==> src/rtl/core/rlhm_pkg.sv <==
// Shared types, constants and helpers for the request latency histogram monitor.
package rlhm_pkg;

  localparam int CW          = 64;
  localparam int VAL_W       = 64;
  localparam int NUM_BUCKETS = 19;
  localparam int BKT_W       = $clog2(NUM_BUCKETS);
  localparam int NUM_STATS   = 13;
  localparam int SID_W       = 4;
  localparam int PCT_W       = 7;
  localparam int PROD_W      = VAL_W + PCT_W;
  localparam int QDEPTH      = 4;
  localparam int QPTR_W      = $clog2(QDEPTH);
  localparam int QCNT_W      = $clog2(QDEPTH + 1);

  typedef logic [CW-1:0]    cnt_t;
  typedef logic [VAL_W-1:0] val_t;
  typedef logic [BKT_W-1:0] bkt_idx_t;
  typedef logic [SID_W-1:0] sid_t;
  typedef logic [PCT_W-1:0] pct_t;
  typedef logic [PROD_W-1:0] prod_t;

  localparam logic [2:0] CMD_START  = 3'd0;
  localparam logic [2:0] CMD_FINISH = 3'd1;
  localparam logic [2:0] CMD_RETRY  = 3'd2;
  localparam logic [2:0] CMD_OPEN   = 3'd3;
  localparam logic [2:0] CMD_CLOSE  = 3'd4;
  localparam logic [2:0] CMD_SNAP   = 3'd5;

  localparam logic [1:0] STS_OK      = 2'd0;
  localparam logic [1:0] STS_TIMEOUT = 2'd1;

  localparam sid_t STAT_TOTAL   = 4'd0;
  localparam sid_t STAT_OK      = 4'd1;
  localparam sid_t STAT_FAILED  = 4'd2;
  localparam sid_t STAT_TIMEOUT = 4'd3;
  localparam sid_t STAT_RETRY   = 4'd4;
  localparam sid_t STAT_INFL    = 4'd5;
  localparam sid_t STAT_CONNS   = 4'd6;
  localparam sid_t STAT_SAMPLES = 4'd7;
  localparam sid_t STAT_LATSUM  = 4'd8;
  localparam sid_t STAT_MAX     = 4'd9;
  localparam sid_t STAT_P50     = 4'd10;
  localparam sid_t STAT_P95     = 4'd11;
  localparam sid_t STAT_P99     = 4'd12;

  localparam pct_t PCT_SCALE = 7'd100;

  localparam bkt_idx_t BKT_LAST = BKT_W'(NUM_BUCKETS - 1);

  localparam val_t BUCKET_BOUND [NUM_BUCKETS] = '{
    64'd100, 64'd250, 64'd500, 64'd1000, 64'd2500, 64'd5000, 64'd10000,
    64'd25000, 64'd50000, 64'd100000, 64'd250000, 64'd500000, 64'd1000000,
    64'd2500000, 64'd5000000, 64'd10000000, 64'd30000000, 64'd60000000,
    64'hFFFF_FFFF_FFFF_FFFF
  };

  typedef enum logic [2:0] {
    OP_START,
    OP_FINISH,
    OP_RETRY,
    OP_OPEN,
    OP_CLOSE,
    OP_SNAP,
    OP_NONE
  } op_t;

  typedef struct packed {
    op_t      op;
    logic     fail;
    logic     timeout;
    val_t     lat;
    bkt_idx_t bkt;
  } q_item_t;

  typedef struct packed {
    logic full;
    logic empty;
  } q_status_t;

  typedef enum logic [2:0] {
    BS_RUN,
    BS_STAT,
    BS_PSETUP,
    BS_PADD,
    BS_PCMP,
    BS_PREADY
  } back_state_t;

  function automatic pct_t pct_of(input sid_t sid);
    pct_t p;
    case (sid)
      STAT_P50: p = 7'd50;
      STAT_P95: p = 7'd95;
      default:  p = 7'd99;
    endcase
    return p;
  endfunction

endpackage

==> src/rtl/core/rlhm_queue.sv <==
// Short request queue between the front end and the back end.
module rlhm_queue (
  input  logic                clk,
  input  logic                rst,
  input  logic                push,
  input  rlhm_pkg::q_item_t   push_item,
  input  logic                pop,
  output rlhm_pkg::q_item_t   head,
  output rlhm_pkg::q_status_t q_st
);

  localparam logic [rlhm_pkg::QPTR_W-1:0] PTR_LAST = rlhm_pkg::QPTR_W'(rlhm_pkg::QDEPTH - 1);
  localparam logic [rlhm_pkg::QCNT_W-1:0] CNT_FULL = rlhm_pkg::QCNT_W'(rlhm_pkg::QDEPTH);

  rlhm_pkg::q_item_t              mem [rlhm_pkg::QDEPTH];
  logic [rlhm_pkg::QPTR_W-1:0]    wptr;
  logic [rlhm_pkg::QPTR_W-1:0]    rptr;
  logic [rlhm_pkg::QCNT_W-1:0]    count;
  logic                           do_push;
  logic                           do_pop;

  assign q_st.full  = (count == CNT_FULL);
  assign q_st.empty = (count == '0);
  assign do_push    = push && !q_st.full;
  assign do_pop     = pop && !q_st.empty;
  assign head       = mem[rptr];

  always_ff @(posedge clk) begin
    if (rst) begin
      wptr  <= '0;
      rptr  <= '0;
      count <= '0;
    end else begin
      if (do_push) begin
        wptr <= (wptr == PTR_LAST) ? '0 : wptr + 1'b1;
      end
      if (do_pop) begin
        rptr <= (rptr == PTR_LAST) ? '0 : rptr + 1'b1;
      end
      if (do_push && !do_pop) begin
        count <= count + 1'b1;
      end else if (do_pop && !do_push) begin
        count <= count - 1'b1;
      end
    end
  end

  always_ff @(posedge clk) begin
    if (do_push) begin
      mem[wptr] <= push_item;
    end
  end

endmodule

==> config.mk <==
export PLATFORM = sky130hd
export DESIGN_NAME = rlhm_queue
export DESIGN_NICKNAME = d
export VERILOG_FILES = /design/src/rtl/core/rlhm_pkg.sv /design/src/rtl/core/rlhm_queue.sv
export SDC_FILE = /design/constraint.sdc
export NUM_CORES = 1
export LEC_CHECK = 0
export BUFFER_PORTS_ARGS = -buffer_cell sky130_fd_sc_hd__buf_2
export CAP_MARGIN = 10
export CORE_MARGIN = 5
export CORE_UTILIZATION = 57
export CTS_CLUSTER_DIAMETER = 80
export DETAILED_ROUTE_END_ITERATION = 10
export PLACE_DENSITY_LB_ADDON = 0.3
export SYNTH_ARGS = -nofsm -noshare
export SYNTH_HDL_FRONTEND = slang
export SYNTH_SLANG_ARGS = --single-unit
==> constraint.sdc <==
create_clock -name clk -period 3.65 [get_ports clk]
set_input_delay 0.5475 -clock clk [delete_from_list [all_inputs] [get_ports clk]]
set_output_delay 0.5475 -clock clk [all_outputs]
set_load 0.005 [all_outputs]
==> impl_metrics.toml <==
[floorplan]
chipHeight_um = 150
start_util = 0.576
dieWidth_um = 150
die_area_um2 = 22500
pin_count = 154
row_count = 51
core-area_um2 = 19400

[critical_path]
critPathTopFamily = "flip-flops"
worst-path-stages = 3
r2r_end = "count[2]"
rr_startpoint = "count[0]"
crit_chain = "buf_12, mux4_2, buf_2"
start_kind = "flop"
arrival_ps = 2300
rrSetupSlack_ps = 1260
crit_type = "reg -> out"
crit_path_end_kind = "output port"
path_max_fanout = 30
critPathSlowestCell = "dfxtp_4"
cp_data_required_time_ps = 3100
max_stage_delay_ps = 700
worstRegToRegCells = 9
worstPathBufferInverterCount = 2

[flow_run]
maxCapViolCount = 0

[synth]
synth_edf_count = 296
yosysWarnings = 0
synth-seq-cells = 305
synth_area_leaders = "edfxtp_1 (80%), mux4_2 (15%), dfxtp_1 (1.6%)"
synthFlopType = "edfxtp_1"
syn_inst = 436
synth_most_common_cell = "edfxtp_1"
synthesis.nets = 521
ys_async_sr_fraction = 0
synth_top_area_frac = 0.795
postSynthAreaPerCell_um2 = 25.6
synth_area_leader_cell = "edfxtp_1"
ys_top_cells_by_count = "edfxtp_1 (296), mux4_2 (74), dfxtp_1 (9)"
seq_area_frac_synth = 0.811
synth_cell_type_count = 26
syn_area_um2 = 11200

[power]
p_comb_frac = 0.177
power_frac_seq = 0.490
powerDensity_nw_per_um2 = 684
switching_share = 0.235
clockPowerShare = 0.333
p_int_w = 0.00693
p_leak_nw = 4.46
switching_power_w = 0.00213
ir_drop_mv = 0.461

[global_routing]
antenna_found_initial = 2
overflow = 0
grt_usage = 0.177
grt_max_degree = 75
grt_pass1_vias = 5504
grt_pass1_wl_um = 30400

[cts]
clkSinkCount = 305
htreeDepth = 1
clk_latency_ps = 530
cts.path.max_buffers = 3
cts_tree = "done"
hold_buffers = 0
cts_made_buffers = 29
post_cts_resized = 0
cts_setup_buffers = 0
clk_transition_reported_paths_ps = 60
root_buffer = "clkbuf_16"

[sta]
max_slew_margin = 0.218
fin_crit_sh = 0.780
clock_skew_ps = 18.6
finalCriticalPeriod_ps = 2850
maxSlewViolCount = 0
fin_ws_ps = 804
fmaxAchievable_ghz = 0.351
setup-tns-final_ps = 0
finalSetupViolCount = 0
rsz0062_at_grt = "false"
whs_ps = 226
hold_viol = 0
tightest_slew_ps = 1170

[hold_path]
hold_path_class = "in -> reg"
hold_end = "mem[0][58]"
hold_depth = 1
min-delay-start = "push_item[58]"

[layout]
postLayoutCoreUtil = 0.683
area_growth_pct = 18.5
fin_nets = 692
drive_above_1_share = 0.459

[detailed_routing]
drt_iter0_drc = 290
routed_wl_um = 19700
firstDrtPassIters = 4
via_count = 5056
drc = 0
antenna_left = 0
avgViaCountPerCell = 5.64
wire_per_inst_um = 22.0

[place]
io_buffers = 153
dp_slack_ps = 1240
dp_hpwl_um = 11600
gp_congestion = 0.762

[status]
outcome = "complete, no violations"
-- state kept, by name (all words and copies together), names as in the netlist, named ones only --
name,count
rptr,2
wptr,2
count,3
mem,296
-- power by group through the flow --
stage | Clock [W] | Sequential, W | Combinational [W]
floorplan | 0 | 0.00439 | 0.00110
global placement | 0 | 0.00450 | 0.00161
detailed placement | 0 | 0.00453 | 0.00164
CTS | 0.00308 | 0.00446 | 0.00165
global route | 0.00324 | 0.00449 | 0.00174
finish | 0.00302 | 0.00445 | 0.00160
-- cells by family (layout without fill, tap and decap cells) --
kind of cell | after synthesis | count (layout) | synth area share
flops | 305 | 305 | 0.811
mux | 76 | 76 | 0.151
buf+inv | 23 | 217 | 0.0153
simple gates | 16 | 16 | 0.00784
fa+ha+maj | 7 | 7 | 0.00851
compound gates | 7 | 7 | 0.00448
xor+xnor | 2 | 2 | 0.00157
other cells | 0 | 1 | 0
-- per-stage QoR --
stage	power (W)	cell area, um2	instances
finish	0.00907	13200	896
CTS	0.00919	13200	895
global route	0.00946	13200	896
global placement	0.00611	12300	841
detailed placement	0.00617	12300	841
floorplan	0.00549	11200	436
-- cell type report --
| type | instances | area (um2) |
|---|---|---|
| fill | 1236 | 6150 |
| antenna | 1 | 2.50 |
| clock buffer | 34 | 744 |
| clock inverter | 20 | 234 |
| multi-input combinational | 108 | 1960 |
| sequential | 305 | 9080 |
| inverter | 5 | 37.5 |
| timing repair buffer | 158 | 866 |
| tap | 265 | 332 |
-- cells in the final DEF, fill, tap and decap left out, types with 4 or more instances in the layout --
| cell | netlist | layout |
|---|---|---|
| edfxtp_1 | 296 | 296 |
| buf_2 | 8 | 153 |
| mux4_2 | 74 | 74 |
| clkbuf_16 | 0 | 29 |
| clkinv_2 | 0 | 8 |
| dfxtp_1 | 9 | 7 |
| ha_1 | 6 | 6 |
| clkbuf_1 | 2 | 5 |
| bufinv_16 | 0 | 5 |
| buf_12 | 0 | 5 |
| and3_4 | 0 | 4 |
-- worst max-delay path by stage --
stage	end	from
2_1_floorplan	mem[0][0]	count[0]
3_3_place_gp	head[64]	flop
3_5_place_dp	count[2]	push
4_1_cts	head[18]	flop
5_1_grt	head[18]	flop
6_report	head[18]	flop
-- metal layers --
layer | GRT usage | up-vias | share of wire
li1 | - | 2212 | -
met1 | 0.239 | 2635 | 0.40
met2 | 0.299 | 172 | 0.51
met3 | 0.0360 | 35 | 0.073
met4 | 0.0476 | 2 | 0.020
met5 | 0 | - | 0.00066
No activity file was read; power rests on OpenSTA's default activity.
