**src/rtl/core/rlhm_pkg.sv**
```systemverilog
// Shared types, constants and helpers for the request latency histogram monitor.
package rlhm_pkg;

  localparam int CW          = 64;
  localparam int VAL_W       = 64;
  localparam int NUM_BUCKETS = 19;
  localparam int BKT_W       = $clog2(NUM_BUCKETS);
  localparam int NUM_STATS   = 13;
  localparam int SID_W       = 4;
  localparam int PCT_W       = 7;
  localparam int PROD_W      = VAL_W + PCT_W;
  localparam int QDEPTH      = 4;
  localparam int QPTR_W      = $clog2(QDEPTH);
  localparam int QCNT_W      = $clog2(QDEPTH + 1);

  typedef logic [CW-1:0]    cnt_t;
  typedef logic [VAL_W-1:0] val_t;
  typedef logic [BKT_W-1:0] bkt_idx_t;
  typedef logic [SID_W-1:0] sid_t;
  typedef logic [PCT_W-1:0] pct_t;
  typedef logic [PROD_W-1:0] prod_t;

  localparam logic [2:0] CMD_START  = 3'd0;
  localparam logic [2:0] CMD_FINISH = 3'd1;
  localparam logic [2:0] CMD_RETRY  = 3'd2;
  localparam logic [2:0] CMD_OPEN   = 3'd3;
  localparam logic [2:0] CMD_CLOSE  = 3'd4;
  localparam logic [2:0] CMD_SNAP   = 3'd5;

  localparam logic [1:0] STS_OK      = 2'd0;
  localparam logic [1:0] STS_TIMEOUT = 2'd1;

  localparam sid_t STAT_TOTAL   = 4'd0;
  localparam sid_t STAT_OK      = 4'd1;
  localparam sid_t STAT_FAILED  = 4'd2;
  localparam sid_t STAT_TIMEOUT = 4'd3;
  localparam sid_t STAT_RETRY   = 4'd4;
  localparam sid_t STAT_INFL    = 4'd5;
  localparam sid_t STAT_CONNS   = 4'd6;
  localparam sid_t STAT_SAMPLES = 4'd7;
  localparam sid_t STAT_LATSUM  = 4'd8;
  localparam sid_t STAT_MAX     = 4'd9;
  localparam sid_t STAT_P50     = 4'd10;
  localparam sid_t STAT_P95     = 4'd11;
  localparam sid_t STAT_P99     = 4'd12;

  localparam pct_t PCT_SCALE = 7'd100;

  localparam bkt_idx_t BKT_LAST = BKT_W'(NUM_BUCKETS - 1);

  localparam val_t BUCKET_BOUND [NUM_BUCKETS] = '{
    64'd100, 64'd250, 64'd500, 64'd1000, 64'd2500, 64'd5000, 64'd10000,
    64'd25000, 64'd50000, 64'd100000, 64'd250000, 64'd500000, 64'd1000000,
    64'd2500000, 64'd5000000, 64'd10000000, 64'd30000000, 64'd60000000,
    64'hFFFF_FFFF_FFFF_FFFF
  };

  typedef enum logic [2:0] {
    OP_START,
    OP_FINISH,
    OP_RETRY,
    OP_OPEN,
    OP_CLOSE,
    OP_SNAP,
    OP_NONE
  } op_t;

  typedef struct packed {
    op_t      op;
    logic     fail;
    logic     timeout;
    val_t     lat;
    bkt_idx_t bkt;
  } q_item_t;

  typedef struct packed {
    logic full;
    logic empty;
  } q_status_t;

  typedef enum logic [2:0] {
    BS_RUN,
    BS_STAT,
    BS_PSETUP,
    BS_PADD,
    BS_PCMP,
    BS_PREADY
  } back_state_t;

  function automatic pct_t pct_of(input sid_t sid);
    pct_t p;
    case (sid)
      STAT_P50: p = 7'd50;
      STAT_P95: p = 7'd95;
      default:  p = 7'd99;
    endcase
    return p;
  endfunction

endpackage

```
**src/rtl/core/rlhm_front.sv**
```systemverilog
// Front end: accepts events, decodes the command, clamps latency, picks the bucket.
module rlhm_front (
  input  logic                clk,
  input  logic                rst,
  input  logic                in_valid,
  output logic                in_stall,
  input  logic [2:0]          command,
  input  logic [1:0]          status,
  input  logic signed [63:0]  latency,
  input  rlhm_pkg::q_status_t q_st,
  output logic                push,
  output rlhm_pkg::q_item_t   push_item
);

  logic              fv;
  rlhm_pkg::q_item_t item;
  rlhm_pkg::q_item_t item_next;
  logic              accept;

  assign in_stall  = fv && q_st.full;
  assign push      = fv && !q_st.full;
  assign accept    = in_valid && !in_stall;
  assign push_item = item;

  always_comb begin
    item_next = '0;
    case (command)
      rlhm_pkg::CMD_START:  item_next.op = rlhm_pkg::OP_START;
      rlhm_pkg::CMD_FINISH: item_next.op = rlhm_pkg::OP_FINISH;
      rlhm_pkg::CMD_RETRY:  item_next.op = rlhm_pkg::OP_RETRY;
      rlhm_pkg::CMD_OPEN:   item_next.op = rlhm_pkg::OP_OPEN;
      rlhm_pkg::CMD_CLOSE:  item_next.op = rlhm_pkg::OP_CLOSE;
      rlhm_pkg::CMD_SNAP:   item_next.op = rlhm_pkg::OP_SNAP;
      default:              item_next.op = rlhm_pkg::OP_NONE;
    endcase
    item_next.fail    = (status != rlhm_pkg::STS_OK);
    item_next.timeout = (status == rlhm_pkg::STS_TIMEOUT);
    item_next.lat     = latency[63] ? '0 : rlhm_pkg::val_t'(latency);
    item_next.bkt     = rlhm_pkg::BKT_LAST;
    for (int i = rlhm_pkg::NUM_BUCKETS - 1; i >= 0; i--) begin
      if (rlhm_pkg::BUCKET_BOUND[i] >= item_next.lat) begin
        item_next.bkt = rlhm_pkg::BKT_W'(i);
      end
    end
  end

  always_ff @(posedge clk) begin
    if (rst) begin
      fv <= 1'b0;
    end else if (accept) begin
      fv <= 1'b1;
    end else if (push) begin
      fv <= 1'b0;
    end
  end

  always_ff @(posedge clk) begin
    if (accept) begin
      item <= item_next;
    end
  end

endmodule

```
**config.mk**
```make
export PLATFORM = sky130hd
export DESIGN_NAME = rlhm_front
export DESIGN_NICKNAME = d
export VERILOG_FILES = /design/src/rtl/core/rlhm_pkg.sv /design/src/rtl/core/rlhm_front.sv
export SDC_FILE = /design/constraint.sdc
export NUM_CORES = 1
export LEC_CHECK = 0
export BUFFER_PORTS_ARGS = -buffer_cell sky130_fd_sc_hd__buf_2
export CORE_MARGIN = 5
export CORE_UTILIZATION = 33
export CTS_CLUSTER_SIZE = 8
export DETAILED_ROUTE_END_ITERATION = 7
export PLACE_DENSITY = 0.65
export SYNTH_ARGS = -nofsm -noshare
export SYNTH_HDL_FRONTEND = slang
export SYNTH_SLANG_ARGS = --single-unit
```
**constraint.sdc**
```tcl
create_clock -name clk -period 6 [get_ports clk]
set_input_delay 0.9 -clock clk [delete_from_list [all_inputs] [get_ports clk]]
set_output_delay 0.9 -clock clk [all_outputs]
set_load 0.01 [all_outputs]
```
==> results of run 1 <==
## final timing paths
| kind | start | to | slack, ns | cells past startpoint |
|---|---|---|---|---|
| min reg2reg | fv | fv | 0.69 | 3 |
| min | fv | fv | 0.69 | 3 |
| max | latency[2] | push_item[1] | 3.12 | 8 |
| max reg2reg | fv | push_item[40] | 4.26 | 3 |
## state kept, by name (all words and copies together), names as in the netlist
register / cells
fv: 1
push_item: 73
## critical path, cell delays in order
cell and delay, ns:
sky130_fd_sc_hd__buf_2 0.13, sky130_fd_sc_hd__or3_4 0.42, sky130_fd_sc_hd__o41ai_2 0.41, sky130_fd_sc_hd__nand4_1 0.15, sky130_fd_sc_hd__a211o_1 0.33, sky130_fd_sc_hd__or3b_1 0.37
sky130_fd_sc_hd__a21oi_1 0.17, sky130_fd_sc_hd__a211oi_1 0.06
## routing by layer
metal,up-vias,wire [microns]
met5,-,0
met4,0,162
met3,13,950
met2,157,5060
met1,1578,4980
li1,1634,-
## where the power goes
group,switching (W),internal [W]
Clock,0.000203,0.000430
Combinational,0.000117,0.0000736
Sequential,0.00000774,0.000609
## layout make-up
| type | count | area, sq um | share of cell area (%) |
|---|---|---|---|
| Clock buffer | 12 | 256 | 5.00 |
| Multi-Input combinational cell | 254 | 1610 | 31.3 |
| Timing Repair Buffer | 150 | 758 | 14.8 |
| Clock inverter | 4 | 98.8 | 1.93 |
| Tap cell | 147 | 184 | 3.58 |
| Inverter | 4 | 15.0 | 0.292 |
| Sequential cell | 74 | 2210 | 43.1 |
## layout by cell type, fill, tap and decap left out, types with 3 or more instances in the layout
cell type	instances
sky130_fd_sc_hd__nor4_1	16
sky130_fd_sc_hd__a31oi_1	4
sky130_fd_sc_hd__and2_1	4
sky130_fd_sc_hd__or2_2	8
sky130_fd_sc_hd__a211oi_1	4
sky130_fd_sc_hd__o31a_1	3
sky130_fd_sc_hd__nand2_1	10
sky130_fd_sc_hd__edfxtp_1	73
sky130_fd_sc_hd__bufinv_16	3
sky130_fd_sc_hd__nor2_1	28
sky130_fd_sc_hd__a311oi_1	4
sky130_fd_sc_hd__o21ai_0	12
sky130_fd_sc_hd__buf_2	147
sky130_fd_sc_hd__inv_1	4
sky130_fd_sc_hd__nand4_1	6
sky130_fd_sc_hd__nor3_1	12
sky130_fd_sc_hd__nor4b_1	5
sky130_fd_sc_hd__nand4b_1	3
sky130_fd_sc_hd__buf_4	3
sky130_fd_sc_hd__clkbuf_16	9
sky130_fd_sc_hd__nand3_1	5
sky130_fd_sc_hd__and4b_1	4
sky130_fd_sc_hd__o31ai_1	5
sky130_fd_sc_hd__nor2b_1	67
sky130_fd_sc_hd__a21oi_1	12
## stage by stage
step	std cells	area [sq um]	utilization [%]	hold WS (ns)	worst slack, ns
floorplan	360	3970	-	0.629	1.13
global placement	629	4780	40.1	0.644	2.81
detailed placement	629	4780	40.1	0.688	2.78
CTS	645	5130	43.1	0.696	3.13
global route	645	5130	43.1	0.731	2.89
finish	645	5130	43.1	0.689	3.12
## kinds of logic after synthesis
group	after synthesis	synth area share [%]
compound gates	69	12.7
buf+inv	32	3.82
flops	74	55.8
other cells	1	0.0946
simple gates	184	27.6
==> impl_summary.log, run 1 <==
[metrics] status: complete, no violations
[metrics] latest clock arrival within the worst-skew pair: around 0.33 ns
[metrics] max-slew violation count: 0
[metrics] number of buffers added to fix hold violations after cts: 0
[metrics] final-layout fill cell count: 1179
[metrics] flops & latches, synth: 74
[metrics] Tightest Hold Check Type: reg2reg
[metrics] most numerous cell types in the synthesized netlist: sky130_fd_sc_hd__edfxtp_1 (73), sky130_fd_sc_hd__nor2b_1 (68), sky130_fd_sc_hd__nor2_1 (28), sky130_fd_sc_hd__clkbuf_1 (17), sky130_fd_sc_hd__nor4_1 (16)
[metrics] Resize count post-CTS: 0
[metrics] TritonCTS clock tree: built
[metrics] cell types occupying the most area after synthesis: sky130_fd_sc_hd__edfxtp_1 (55%), sky130_fd_sc_hd__nor2b_1 (11%), sky130_fd_sc_hd__nor2_1 (2.7%), sky130_fd_sc_hd__nor4_1 (2.5%), sky130_fd_sc_hd__clkbuf_1 (1.6%)
[metrics] routed len/inst: between 15 and 20 microns
[metrics] M3 GR Usage: approximately 4.2%
[metrics] worst path arrival time: 2.95 ns
[metrics] average instance area after synthesis: ~11 sq um
[metrics] standard-cell rows: 40
[metrics] sequential fraction of the synthesis area: 55.8%
[metrics] Port Buf Inserts: around 150
[metrics] total power per unit cell area: about 280 nW/um^2
[metrics] post-CTS setup buffers: 0
[metrics] total power consumption of the routed design: approximately 0.0014 W
[metrics] endpoint required time on the critical path: 6.07 ns
[metrics] leftover overflow at the end of global routing: 0
[metrics] Static Leak: a little over 2 nW
[metrics] wirelength, routed: between 10000 and 15000 microns
[metrics] critical setup path kind: in2reg
[metrics] area growth from synthesis to layout: 29.5%
[metrics] sort of element at the start of the critical path: primary input
[metrics] IR Drop Worst-Case VDD: ~0.00012 V
[metrics] drt initial violations: between 300 and 400
[metrics] Boundary Pins: 150
[metrics] last weighted congestion value of the routability-driven placer: approximately 0.86
[metrics] dominant synthesized flop cell: sky130_fd_sc_hd__edfxtp_1
[metrics] maximum number of pins on one net before global-route repair: 74
[metrics] share of post-route cells with drive strength above 1: between 30% and 40%
[metrics] Synthesized Nets: approximately 430
[metrics] maximum buffer depth of the clock tree: 2
[metrics] width of the chip: around 120 microns
[metrics] library cell with the largest summed area after synthesis: sky130_fd_sc_hd__edfxtp_1
[metrics] antenna violations before repair: 0
[metrics] post-DR vias/cell: around 5.2
[metrics] detailed-routing iteration count for the pre-antenna-repair pass: 4
[metrics] actual transition at the worst max-transition pin: slightly above 0.9 ns
[metrics] final setup fails: 0
[metrics] total vias in the final route: ~3400
[metrics] net count reported at finish: ~570
[metrics] wire length of the first global-routing pass: between 15000 and 20000 microns
[metrics] max_cap viols: 0
[metrics] register clock-pin slew on the reported worst setup and hold paths: roughly 0.06 ns
[metrics] area of the mapped netlist: 3970 sq um
[metrics] share of the clock period used by the worst path after layout: 48.0%
[metrics] number of enable flip-flop cells after synthesis: 73
[metrics] Die Area: 14300 sq um
[metrics] TritonCTS sink count: 74
[metrics] Overall Global Routing Usage: approximately 15%
[metrics] H-tree lvl count: 3
[metrics] DR DRC count: 0
[metrics] Total Neg Setup Slack: 0 ns
[metrics] maximum net fanout on the critical path: 6
[metrics] clock buffers created by TritonCTS: 9
[metrics] Top Usage Layer GRT: met2
[metrics] fin crit period: roughly 2.9 ns
[metrics] Clk Tree Root Cell: sky130_fd_sc_hd__clkbuf_16
[metrics] fraction of post-synthesis cell area in the top cell type by area: 55.3%
[metrics] max_slew headroom: a little under two fifths
[metrics] count of endpoints failing hold in the final timing report: 0
[metrics] maximum clock rate: approximately 0.35 GHz
[metrics] element type at the critical path end: flip-flop
[metrics] Worst Clk Skew: between 0.006 and 0.007 ns
[metrics] detailed-placement wirelength estimate: roughly 8000 microns
[metrics] remaining antenna violation count after routing: 0
[metrics] diode insertion count for antenna repair: 0
[metrics] number of cells produced by synthesis: 360
[metrics] initial core utilization: between 30% and 40%
[metrics] vias in the first global route: 3407
[metrics] fraction of registers with async set/reset: 0%
[metrics] setup repair after global routing missed its margin: no
[metrics] warning count from the yosys run: 0
[metrics] height of the die: roughly 120 microns
[metrics] met1 Use GR: between 20% and 30%
[metrics] number of library cell types mapped by synthesis: between 50 and 60
[metrics] most frequent cell after synthesis: sky130_fd_sc_hd__edfxtp_1
[metrics] total core area: roughly 12000 sq um
[metrics] global-route track usage on met2: 24.3%
Power figures use the tool's default switching activity.
==> run 2, diff against run 1 <==
Clock period 6 ns to 2.7 ns, I/O delays scaled along.
==> run 2 against run 1 <==
Via count increased by 4.0%. Global-route usage up 1.0 points. Count of clock-buffer cells in the layout is 1 lower. Critical endpoint unchanged. Clock skew rose by 0.0020 ns. Cell area rose by 1.1%.
==> impl_summary.log, run 2 (synthesized netlist as in run 1, its figures left out) <==
[metrics] sort of element at the start of the critical path: primary input
[metrics] net count reported at finish: between 500 and 600
[metrics] remaining antenna violation count after routing: 0
[metrics] chain of cells forming the critical path: buf_2 -> or3_4 -> o41ai_2 -> nand4_1 -> a211o_1 -> or3b_1 -> a21oi_1 -> a211oi_1
[metrics] Resize count post-CTS: 0
[metrics] wirelength, routed: about 12000 microns
[metrics] total area of multi-input combinational cells: about 1600 sq um
[metrics] TritonCTS sink count: 74
[metrics] Worst Clk Skew: around 0.009 ns
[metrics] post-placement cell area: just under 5000 sq um
[metrics] commonest cells after routing, fill and taps aside: sky130_fd_sc_hd__buf_2 (147), sky130_fd_sc_hd__edfxtp_1 (73), sky130_fd_sc_hd__nor2b_1 (67), sky130_fd_sc_hd__nor2_1 (28), sky130_fd_sc_hd__nor4_1 (16)
[metrics] clock buffers created by TritonCTS: 9
[metrics] leftover overflow at the end of global routing: 0
[metrics] total vias in the final route: about 3500
[metrics] Total Neg Setup Slack: 0 ns
[metrics] area growth from synthesis to layout: 31.0%
[metrics] maximum number of pins on one net before global-route repair: 74
[metrics] final-layout fill cell count: between 1000 and 1500
[metrics] Setup WS post-layout: 0.369 ns
[metrics] routed len/inst: 18.0 microns
[metrics] detailed-routing iteration count for the pre-antenna-repair pass: 6
[metrics] commonest non-fill, non-tap cell in the layout: sky130_fd_sc_hd__buf_2
[metrics] height of the die: 120 microns
[metrics] Tightest Hold Check Type: in2reg
[metrics] Overall Global Routing Usage: roughly 16%
[metrics] fin crit period: 2.33 ns
[metrics] maximum clock rate: between 0.4 and 0.5 GHz
[metrics] number of buffers added to fix hold violations after cts: 0
[metrics] drt initial violations: 358
[metrics] post-CTS setup buffers: 0
[metrics] master of the slowest instance on the critical path: sky130_fd_sc_hd__o41ai_2
[metrics] initial core utilization: between 30% and 40%
[metrics] maximum buffer depth of the clock tree: 2
[metrics] standard-cell rows: 40
[metrics] max_cap viols: 0
[metrics] count of endpoints failing hold in the final timing report: 0
[metrics] post-DR vias/cell: 5.35
[metrics] antenna violations before repair: 0
[metrics] area used by sequential logic in the layout: between 2000 and 2500 sq um
[metrics] smallest hold slack: 0.239 ns
[metrics] TritonCTS clock tree: built
[metrics] post-layout instance area: a little over 5000 sq um
[metrics] final setup fails: 0
[metrics] flip-flop count of the largest register after layout: 73
[metrics] critical setup path kind: in2reg
[metrics] Static Leak: roughly 2.1 nW
[metrics] maximum net fanout on the critical path: 2
[metrics] detailed-placement wirelength estimate: slightly below 9000 microns
[metrics] share of post-route cells with drive strength above 1: ~37%
[metrics] endpoint required time on the critical path: approximately 2.8 ns
[metrics] delay of the slowest cell on the worst path: between 0.4 and 0.5 ns
[metrics] last weighted congestion value of the routability-driven placer: 0.871
[metrics] Port Buf Inserts: around 150
[metrics] setup repair after global routing missed its margin: no
[metrics] total power per unit cell area: approximately 590 nW/um^2
[metrics] total core area: between 10000 and 15000 sq um
[metrics] latest clock arrival within the worst-skew pair: ~0.33 ns
[metrics] element type at the critical path end: flip-flop
[metrics] Clk Tree Root Cell: sky130_fd_sc_hd__clkbuf_16
[metrics] diode insertion count for antenna repair: 0
[metrics] IR Drop Worst-Case VDD: between 0.0002 and 0.00025 V
[metrics] status: complete, no violations
[metrics] DR DRC count: 0
[metrics] Die Area: between 10000 and 15000 sq um
[metrics] width of the chip: 120 microns
[metrics] share of the clock period used by the worst path after layout: roughly 86%
[metrics] Boundary Pins: 150
[metrics] post-placement worst setup slack: approximately 0.029 ns
[metrics] wire length of the first global-routing pass: ~19000 microns
[metrics] post-layout util: between 40% and 50%
[metrics] worst path arrival time: between 2 and 2.5 ns
[metrics] vias in the first global route: between 3000 and 4000
[metrics] H-tree lvl count: 3
[metrics] max-slew violation count: 0
[metrics] register clock-pin slew on the reported worst setup and hold paths: about 0.06 ns
[run 2: power breakdown]
part | switching [W] | total, W | internal, W
Sequential | 0.0000169 | 0.00137 | 0.00135
Combinational | 0.000269 | 0.000446 | 0.000177
Clock | 0.000453 | 0.00126 | 0.000808
Total | 0.000739 | 0.00308 | 0.00234
[run 2: routing by layer]
layer	share of wire (%)	wire, microns	track usage [%]
met1	44	5160	21.7
met2	47	5580	26.3
met3	8.2	965	3.96
met4	1.1	130	5.51
met5	0	0	0
[run 2: worst paths after layout]
path              startpoint  slack [ns]             to  depth (start not counted)
setup / recovery  latency[2]        0.37   push_item[1]                          8
hold / removal           rst        0.24             fv                          2
setup reg to reg          fv        1.35  push_item[29]                          3
hold reg to reg           fv        0.67             fv                          3
[run 2: area by class of cell]
class / count / area share, %
Clock inverter: 5 / 1.52
Tap cell: 147 / 3.54
Multi-Input combinational cell: 254 / 31.0
Timing Repair Buffer: 162 / 16.6
Clock buffer: 11 / 4.48
Inverter: 4 / 0.289
Sequential cell: 74 / 42.6
[run 2: per-stage QoR]
stage | instances | total power [W]
6_report | 657 | 0.00308
5_1_grt | 657 | 0.00322
4_1_cts | 657 | 0.00312
3_5_place_dp | 641 | 0.00184
3_3_place_gp | 641 | 0.00183
2_1_floorplan | 360 | 0.00163
[run 2: critical path, delay by kind of cell]
| family | cells | cell delay, ns |
|---|---|---|
| AOI/OAI and AO/OA | 4 | 0.97 |
| and+or+nand+nor | 3 | 0.92 |
| buffers and inverters | 1 | 0.11 |
==> run 3, diff against run 2 <==
Settings changed: CELL_PAD_IN_SITES_DETAIL_PLACEMENT set to 1, CELL_PAD_IN_SITES_GLOBAL_PLACEMENT set to 1, CTS_CLUSTER_SIZE 8 to unset, PLACE_DENSITY 0.65 to 0.8.
==> run 3 against run 2 <==
Clock skew decreased by 0.0036 ns. Highest routed layer unchanged. Largest cell class unchanged. Count of clock-buffer cells in the layout unchanged. Die area is the same. Total power is 4.5% lower.
==> impl_summary.log, run 3 (synthesized netlist as in run 1, its figures left out) <==
[metrics] Worst Clk Skew: ~0.0054 ns
[metrics] status: complete, no violations
[metrics] critical setup path kind: in2reg
[metrics] routed len/inst: 19.4 microns
[metrics] max_cap viols: 0
[metrics] total vias in the final route: between 3000 and 4000
[metrics] diode insertion count for antenna repair: 0
[metrics] clock buffers created by TritonCTS: 9
[metrics] worst path arrival time: ~2.4 ns
[metrics] count of endpoints failing hold in the final timing report: 0
[metrics] register-to-register path setup slack: around 1.3 ns
[metrics] smallest hold slack: 0.235 ns
[metrics] Port Buf Inserts: 147
[metrics] Hold Path Sink: fv
[metrics] H-tree lvl count: 3
[metrics] TritonCTS sink count: between 70 and 80
[metrics] post-DR vias/cell: ~5.3
[metrics] actual transition at the worst max-transition pin: 0.486 ns
[metrics] wire length of the first global-routing pass: 19900 microns
[metrics] clock group share of total power: between 30 and 40%
[metrics] Die Area: around 14000 sq um
[metrics] fin crit period: 2.34 ns
[metrics] Tightest Hold Check Type: in2reg
[metrics] max_slew headroom: roughly two thirds
[metrics] register clock-pin slew on the reported worst setup and hold paths: 0.06 ns
[metrics] Clk Tree Root Cell: sky130_fd_sc_hd__clkbuf_16
[metrics] Resize count post-CTS: 0
[metrics] element type at the critical path end: flip-flop
[metrics] initial core utilization: 33.3%
[metrics] share of the clock period used by the worst path after layout: between 80% and 90%
[metrics] total area of multi-input combinational cells: 1610 sq um
[metrics] switch share: 25.8%
[metrics] share of post-route cells with drive strength above 1: between 30% and 40%
[metrics] commonest non-fill, non-tap cell in the layout: sky130_fd_sc_hd__buf_2
[metrics] maximum number of pins on one net before global-route repair: 74
[metrics] TritonCTS clock tree: built
[metrics] drt initial violations: approximately 300
[metrics] total power per unit cell area: 570 nW/um^2
[metrics] maximum clock rate: 0.428 GHz
[metrics] sort of element at the start of the critical path: primary input
[metrics] Overall Global Routing Usage: approximately 18%
[metrics] combinational fraction of design power: 15.3%
[metrics] standard-cell rows: 40
[metrics] remaining antenna violation count after routing: 0
[metrics] detailed-routing iteration count for the pre-antenna-repair pass: 4
[metrics] height of the die: roughly 120 microns
[metrics] antenna violations before repair: 0
[metrics] area used by sequential logic in the layout: about 2200 sq um
[metrics] Worst Hold Path Cells: 2
[metrics] vias in the first global route: between 3000 and 4000
[metrics] maximum buffer depth of the clock tree: 2
[metrics] last weighted congestion value of the routability-driven placer: approximately 0.83
[metrics] Static Leak: 2.02 nW
[metrics] IR Drop Worst-Case VDD: between 0.0002 and 0.0003 V
[metrics] latest clock arrival within the worst-skew pair: roughly 0.33 ns
[metrics] Min-Delay Startpoint: rst
[metrics] net count reported at finish: 576
[metrics] total core area: ~12000 sq um
[metrics] endpoint required time on the critical path: 2.77 ns
[metrics] leftover overflow at the end of global routing: 0
[metrics] Boundary Pins: 150
[metrics] detailed-placement wirelength estimate: around 9700 microns
[metrics] DR DRC count: 0
[metrics] final-layout fill cell count: around 1400
[metrics] setup repair after global routing missed its margin: no
[metrics] Total Neg Setup Slack: 0 ns
[metrics] reg2reg end: push_item[25]
[metrics] Switch Pwr: around 0.00076 W
[metrics] commonest cells after routing, fill and taps aside: sky130_fd_sc_hd__buf_2 (147), sky130_fd_sc_hd__edfxtp_1 (73), sky130_fd_sc_hd__nor2b_1 (67), sky130_fd_sc_hd__nor2_1 (28), sky130_fd_sc_hd__nor4_1 (16)
[metrics] final setup fails: 0
[metrics] max-slew violation count: 0
[metrics] Int Power: roughly 0.0022 W
[metrics] share of power burned in registers: between 40% and 50%
[metrics] wirelength, routed: 12700 microns
[metrics] area growth from synthesis to layout: 29.9%
[metrics] depth of the worst register-to-register path: 3
[metrics] width of the chip: between 100 and 150 microns
[metrics] flip-flop count of the largest register after layout: 73
[metrics] launching point of the worst reg2reg path: fv
[metrics] post-CTS setup buffers: 0
[metrics] maximum net fanout on the critical path: 6
[metrics] number of buffers added to fix hold violations after cts: 0
==> run 3: cell count changes in the layout (fill, tap and decap cells not counted), moves of 2 or more <==
cell	delta
sky130_fd_sc_hd__clkinvlp_4	+4
sky130_fd_sc_hd__buf_4	-4
sky130_fd_sc_hd__clkinv_2	-2
sky130_fd_sc_hd__bufinv_16	-2
==> run 3: layout make-up <==
| class | count | area share [%] |
|---|---|---|
| clock inverter | 5 | 0.753 |
| inverter | 4 | 0.291 |
| clock buffer | 11 | 4.71 |
| tap | 147 | 3.57 |
| multi-input combinational | 254 | 31.2 |
| timing repair buffer | 159 | 16.5 |
| sequential | 74 | 42.9 |
==> run 3: layer usage <==
layer	track usage, %	share of wire, %
met5	0	0
met3	5.00	7.8
met1	22.2	43
met2	29.4	47
met4	4.94	1.3
==> run 3: worst max-delay path, stage by stage <==
cell and delay (ns):
sky130_fd_sc_hd__buf_2 0.13, sky130_fd_sc_hd__or3_4 0.40, sky130_fd_sc_hd__o41ai_2 0.42, sky130_fd_sc_hd__nand4_1 0.15, sky130_fd_sc_hd__a211o_1 0.33, sky130_fd_sc_hd__or3b_1 0.38
sky130_fd_sc_hd__a21oi_1 0.15, sky130_fd_sc_hd__a211oi_1 0.06
==> run 3: how the worst max path moves through the flow <==
stage               start      endpoint  slack [ns]  cells past startpoint
2_1_floorplan  latency[6]  push_item[1]        0.38                      8
3_3_place_gp   latency[2]  push_item[1]        0.03                      8
3_5_place_dp   latency[2]  push_item[1]        0.02                      8
4_1_cts        latency[2]  push_item[1]        0.37                      8
5_1_grt        latency[2]  push_item[0]        0.27                      8
6_report       latency[2]  push_item[1]        0.36                      8
==> run 3: stage by stage <==
stage	cells	total power (W)	area (sq um)	util [%]	setup WS [ns]
finish	654	0.00294	5150	43.3	0.363
floorplan	360	0.00163	3970	-	0.384
global route	654	0.00307	5150	43.3	0.270
detailed placement	638	0.00185	4870	40.9	0.0180
CTS	654	0.00298	5150	43.3	0.372
global placement	638	0.00183	4870	40.9	0.0308
==> run 3: power by group through the flow <==
stage | Clock [W] | Sequential (W) | Combinational (W)
floorplan | 0 | 0.00144 | 0.000193
finish | 0.00112 | 0.00137 | 0.000449
global placement | 0 | 0.00139 | 0.000439
global route | 0.00120 | 0.00138 | 0.000489
CTS | 0.00115 | 0.00137 | 0.000451
detailed placement | 0 | 0.00140 | 0.000450
